$ cat src/rtl/ast_pkg.sv
// ----------------------------------------------------------------------------
// ast_pkg
// Shared types and constants of the allocation size tracker: payload
// words, table entry layout, scan result flags, command and status codes.
// ----------------------------------------------------------------------------
package ast_pkg;

  localparam int AST_TABLE_ENTRIES = 64;
  localparam int AST_DATA_W        = 64;

  typedef enum logic [1:0] {
    CMD_ALLOC   = 2'd0,
    CMD_REALLOC = 2'd1,
    CMD_FREE    = 2'd2,
    CMD_DRAIN   = 2'd3
  } cmd_t;

  typedef enum logic [2:0] {
    ST_OK        = 3'd0,
    ST_NOT_FOUND = 3'd1,
    ST_DUPLICATE = 3'd2,
    ST_FULL      = 3'd3,
    ST_EMPTY     = 3'd4
  } status_t;

  typedef struct packed {
    logic [1:0]            cmd;
    logic [AST_DATA_W-1:0] addr;
    logic [AST_DATA_W-1:0] size;
    logic [AST_DATA_W-1:0] prev_addr;
  } in_word_t;

  typedef struct packed {
    logic [2:0]            status;
    logic [AST_DATA_W-1:0] sample_total;
    logic [AST_DATA_W-1:0] total_after;
    logic [AST_DATA_W-1:0] old_size;
    logic [AST_DATA_W-1:0] leaked_addr;
  } out_word_t;

  // one table entry as stored in the RAM
  typedef struct packed {
    logic                  vld;
    logic [AST_DATA_W-1:0] addr;
    logic [AST_DATA_W-1:0] size;
  } tbl_word_t;

  // what a table scan found
  typedef struct packed {
    logic hit_p;     // key entry found
    logic hit_a;     // target address already present
    logic ff_found;  // some free slot seen
    logic fv_found;  // some live slot seen
  } scan_flags_t;

endpackage

$ cat src/rtl/ast_scan.sv
// ----------------------------------------------------------------------------
// ast_scan
// Compare unit walked over the table one entry per cycle. Keeps the first
// key match, first target match, first free slot and first live slot.
// ----------------------------------------------------------------------------
module ast_scan #(
  parameter int IW = 6
) (
  input  logic                 clk,
  input  logic                 rst_n,
  input  logic                 start,
  input  logic                 en,
  input  logic [IW-1:0]        idx,
  input  ast_pkg::tbl_word_t   word,
  input  logic [63:0]          key_p,
  input  logic [63:0]          key_a,
  output ast_pkg::scan_flags_t flags_r,
  output logic [IW-1:0]        idx_p_r,
  output logic [IW-1:0]        ff_idx_r,
  output logic [IW-1:0]        fv_idx_r,
  output logic [63:0]          size_p_r,
  output logic [63:0]          fv_addr_r,
  output logic [63:0]          fv_size_r
);
  import ast_pkg::*;

  logic take_p, take_a, take_ff, take_fv;

  assign take_p  = en && word.vld && (word.addr == key_p) && !flags_r.hit_p;
  assign take_a  = en && word.vld && (word.addr == key_a) && !flags_r.hit_a;
  assign take_ff = en && !word.vld && !flags_r.ff_found;
  assign take_fv = en && word.vld && !flags_r.fv_found;

  always_ff @(posedge clk) begin
    if (!rst_n || start) begin
      flags_r <= '0;
    end else begin
      if (take_p)  flags_r.hit_p    <= 1'b1;
      if (take_a)  flags_r.hit_a    <= 1'b1;
      if (take_ff) flags_r.ff_found <= 1'b1;
      if (take_fv) flags_r.fv_found <= 1'b1;
    end
  end

  always_ff @(posedge clk) begin
    if (take_p) begin
      idx_p_r  <= idx;
      size_p_r <= word.size;
    end
    if (take_ff) begin
      ff_idx_r <= idx;
    end
    if (take_fv) begin
      fv_idx_r  <= idx;
      fv_addr_r <= word.addr;
      fv_size_r <= word.size;
    end
  end

endmodule
$ cat config.mk
export PLATFORM = sky130hd
export DESIGN_NAME = ast_scan
export DESIGN_NICKNAME = d
export VERILOG_FILES = /design/src/rtl/ast_pkg.sv /design/src/rtl/ast_scan.sv
export SDC_FILE = /design/constraint.sdc
export NUM_CORES = 1
export LEC_CHECK = 0
export BUFFER_PORTS_ARGS = -buffer_cell sky130_fd_sc_hd__buf_2
export CAP_MARGIN = 5
export CORE_AREA = 3 3 186 188
export DETAILED_ROUTE_END_ITERATION = 16
export DIE_AREA = 0 0 189 191
export GPL_ROUTABILITY_DRIVEN = 1
export PLACE_DENSITY = 0.62
export SYNTH_ARGS = -nofsm -noshare
export SYNTH_HDL_FRONTEND = slang
export SYNTH_SLANG_ARGS = --single-unit
$ cat constraint.sdc
create_clock -name clk -period 24 [get_ports clk]
set_input_delay 1.2 -clock clk [delete_from_list [all_inputs] [get_ports clk]]
set_output_delay 1.2 -clock clk [all_outputs]
set_load 0.05 [all_outputs]
==> impl_table.tex <==
\begin{tabular}{lr}
\hline
Metric & Value \\
\hline
\multicolumn{2}{l}{\textbf{Status}} \\
Outcome & complete, no violations \\
\multicolumn{2}{l}{\textbf{GRT}} \\
Number of antenna violations at the first check in global routing & 6 \\
Wire length of the first global-routing pass & 41,900 um \\
All-layer global routing usage & 16.4\% \\
Via count of the first global-routing pass & 6,038 \\
Aggregate global routing overflow & 0 \\
Pin count of the biggest net entering global routing & 71 \\
\multicolumn{2}{l}{\textbf{STA}} \\
Setup violation total in the final timing report & 0 \\
RSZ-0062 raised after global routing & no \\
Setup TNS & 0 ns \\
Final setup skew & 0.0180 ns \\
Number of pins with negative max-slew slack in the final report & 0 \\
Worst Tran Pin Value & 0.984 ns \\
Period Utilization, post-route & 14.1\% \\
Max frequency & 295 MHz \\
Min cycle time layout & 3.39 ns \\
Hold Violations, Final & 0 \\
Worst slew margin relative to its limit & 34.4\% \\
\multicolumn{2}{l}{\textbf{Min path}} \\
Number of instances on the worst hold path & 2 \\
Sink of the worst hold path & flags\_r[2] \\
Min-delay src & flags\_r[2] \\
Classification of the worst-slack hold path & reg -> reg \\
\multicolumn{2}{l}{\textbf{Clock tree}} \\
TritonCTS buffer count & 23 \\
CTS Buffer Depth & 3 \\
Clock edge transition at the registers on the reported setup and hold paths & 0.07 ns \\
CTS tree & built \\
H-tree levels & 1 \\
Clock network latency to the later pin of the worst-skew pair & 0.51 ns \\
Clock sink total & 214 \\
Root buffer cell & sky130\_fd\_sc\_hd\_\_clkbuf\_16 \\
Post-CTS setup buffer count & 0 \\
Cts repair resizes & 0 \\
Number of hold buffers added after CTS & 0 \\
\multicolumn{2}{l}{\textbf{Synth}} \\
Seq/Total Area, Yosys & 79.0\% \\
Top cell type's share of synthesized area & 78.1\% \\
Top cells by area, synth & sky130\_fd\_sc\_hd\_\_edfxtp\_1, sky130\_fd\_sc\_hd\_\_xor2\_1, sky130\_fd\_sc\_hd\_\_xnor2\_1, sky130\_fd\_sc\_hd\_\_nand4\_1, sky130\_fd\_sc\_hd\_\_nor4\_1 \\
Dominant cell type by area after synthesis & sky130\_fd\_sc\_hd\_\_edfxtp\_1 \\
Gate count of the mapped netlist & 444 \\
Post-synthesis net count & 711 \\
Post-synthesis register bit count & 214 \\
Total of warnings raised by yosys & 0 \\
Post-synthesis instance area & 0.00808 mm2 \\
Post-synthesis area per instance & 18.2 um2 \\
Netlist cell types & 31 \\
\multicolumn{2}{l}{\textbf{Critical path}} \\
Launching element type of the critical path & input port \\
Critical Path Start & word[128] \\
Worst path arrival time & 3.51 ns \\
Critical R2R Capture & fv\_addr\_r[26] \\
Worst setup EP type & flip-flop \\
Reg2reg setup slack & 21.20 ns \\
Worst flop-to-flop path startpoint & flags\_r[0] \\
Count of cells along the worst register-to-register path & 3 \\
Critical path peak fanout & 64 \\
Setup CP Type & in -> reg \\
Data required time of the worst path & 24.13 ns \\
\multicolumn{2}{l}{\textbf{Placed design}} \\
Final weighted congestion in routability-driven placement & 0.878 \\
Count of input and output buffers & 480 \\
Cell count after placement & 1,375 \\
Detailed placer's ending HPWL & 26,400 um \\
Dpl cell area & 0.0111 mm2 \\
\multicolumn{2}{l}{\textbf{Die}} \\
Effective utilization at floorplan & 24.3\% \\
Die height & 191 um \\
Count of boundary I/O pins & 481 \\
Area of the placeable core & 0.0333 mm2 \\
Row count & 67 \\
Die area & 0.0361 mm2 \\
Die width & 189 um \\
\multicolumn{2}{l}{\textbf{Power}} \\
Worst vdd rail ir drop & 44.0 uV \\
Standby leakage power & 4.76 nW \\
Power density relative to cell area & 74.0 mW/mm2 \\
\multicolumn{2}{l}{\textbf{Drt}} \\
Antenna Violating Nets Remaining & 0 \\
Via count & 5,850 \\
Post-DR wirelength/cell & 22.1 um \\
Via-to-Cell Ratio & 4.13 \\
DRC violation count after routing & 0 \\
Total Wirelength & 31,400 um \\
Router iterations before antenna repair & 4 \\
Number of DRC markers after the initial detailed-route iteration & 265 \\
\multicolumn{2}{l}{\textbf{Final layout}} \\
Number of nets in the layout & 1,219 \\
Most common library cell in the layout ignoring fill and taps & sky130\_fd\_sc\_hd\_\_buf\_2 \\
Area growth, synth to finish & 45.7\% \\
Final instance count without filler cells & 1,416 \\
Final instance area & 0.0118 mm2 \\
Commonest non-fill, non-tap cells in the layout & sky130\_fd\_sc\_hd\_\_buf\_2, sky130\_fd\_sc\_hd\_\_edfxtp\_1, sky130\_fd\_sc\_hd\_\_xor2\_1 \\
Fill cells & 3,324 \\
Ratio of cells with drive above 1 in the final layout & 53.6\% \\
Core utilization of the finished layout & 35.4\% \\
\multicolumn{2}{l}{\textbf{Run}} \\
Maxcap violations & 0 \\
\hline
\end{tabular}
==> synth_stat cells <==
master,number
sky130_fd_sc_hd__a2111o_1,1
sky130_fd_sc_hd__a2111oi_0,1
sky130_fd_sc_hd__a2111oi_1,1
sky130_fd_sc_hd__a21oi_1,1
sky130_fd_sc_hd__a221oi_1,2
sky130_fd_sc_hd__and2b_1,1
sky130_fd_sc_hd__and4_1,1
sky130_fd_sc_hd__and4b_1,1
sky130_fd_sc_hd__dfxtp_1,4
sky130_fd_sc_hd__edfxtp_1,210
sky130_fd_sc_hd__inv_1,11
sky130_fd_sc_hd__nand2_1,8
sky130_fd_sc_hd__nand2b_1,2
sky130_fd_sc_hd__nand3_1,1
sky130_fd_sc_hd__nand4_1,27
sky130_fd_sc_hd__nand4b_1,2
sky130_fd_sc_hd__nor2_1,8
sky130_fd_sc_hd__nor2b_1,10
sky130_fd_sc_hd__nor3_1,3
sky130_fd_sc_hd__nor4_1,21
sky130_fd_sc_hd__nor4b_1,2
sky130_fd_sc_hd__o2111ai_1,1
sky130_fd_sc_hd__o21a_1,1
sky130_fd_sc_hd__o21ai_0,1
sky130_fd_sc_hd__o21ai_1,1
sky130_fd_sc_hd__o22ai_1,4
sky130_fd_sc_hd__o41ai_1,1
sky130_fd_sc_hd__or2b_1,1
sky130_fd_sc_hd__or4_1,1
sky130_fd_sc_hd__xnor2_1,55
sky130_fd_sc_hd__xor2_1,60
==> layout make-up <==
cell class,instances,area (um2),area share [%]
Sequential cell,214,6390,54.2
Clock buffer,26,587,4.98
Clock inverter,14,106,0.903
Antenna cell,1,2.50,0.0213
Inverter,11,41.3,0.351
Tap cell,448,561,4.76
Multi-Input combinational cell,219,1670,14.1
Timing Repair Buffer,483,2420,20.6
==> cells by family (layout without fill, tap and decap cells) <==
logic type / after synthesis / after routing / share of synthesized area (%)
compound gates: 15 / 15 / 1.39
xor+xnor: 115 / 115 / 12.5
buf+inv: 11 / 534 / 0.511
flops: 214 / 214 / 79.0
other cells: 0 / 1 / 0
simple gates: 89 / 89 / 6.58
==> state kept, by name, summed over array words and instances, names as in the netlist <==
signal and cells:
idx_p_r 6, fv_idx_r 6, fv_addr_r 64, flags_r 4, ff_idx_r 6, size_p_r 64, fv_size_r 64
==> metal layers <==
metal,wire [um],vias to the layer above,GRT usage [%]
met5,47,-,0
met4,845,6,4.73
met3,2810,49,4.68
met2,16300,350,30.6
met1,11300,2725,18.1
li1,-,2720,-
==> worst max-delay path by stage <==
stage / endpoint / slack, ns
3_5_place_dp: fv_addr_r[22] / 19.94
3_3_place_gp: fv_addr_r[48] / 20.02
4_1_cts: fv_addr_r[26] / 20.55
6_report: fv_addr_r[26] / 20.61
2_1_floorplan: idx_p_r[0] / 14.83
5_1_grt: fv_addr_r[26] / 20.41
==> worst max-delay path, cell delays in order <==
cell and delay [ns]:
sky130_fd_sc_hd__buf_2 0.09, sky130_fd_sc_hd__nand2_1 0.20, sky130_fd_sc_hd__nor2_4 0.44, sky130_fd_sc_hd__buf_4 0.70, sky130_fd_sc_hd__buf_4 0.79
==> metrics by stage <==
stage	hold WS (ns)	power (mW)	setup WS, ns
floorplan	0.658	0.496	14.83
global placement	0.453	0.551	20.02
detailed placement	0.456	0.552	19.94
CTS	0.472	0.883	20.55
global route	0.500	0.903	20.41
finish	0.466	0.872	20.61
==> report_power, final <==
group | total [mW] | leakage [nW] | internal [mW] | switching (mW)
registers | 0.426 | 1.97 | 0.423 | 0.00258
logic | 0.116 | 2.46 | 0.0354 | 0.0807
clock network | 0.330 | 0.336 | 0.187 | 0.143
Note: power is estimated with default switching activity, not from simulation.
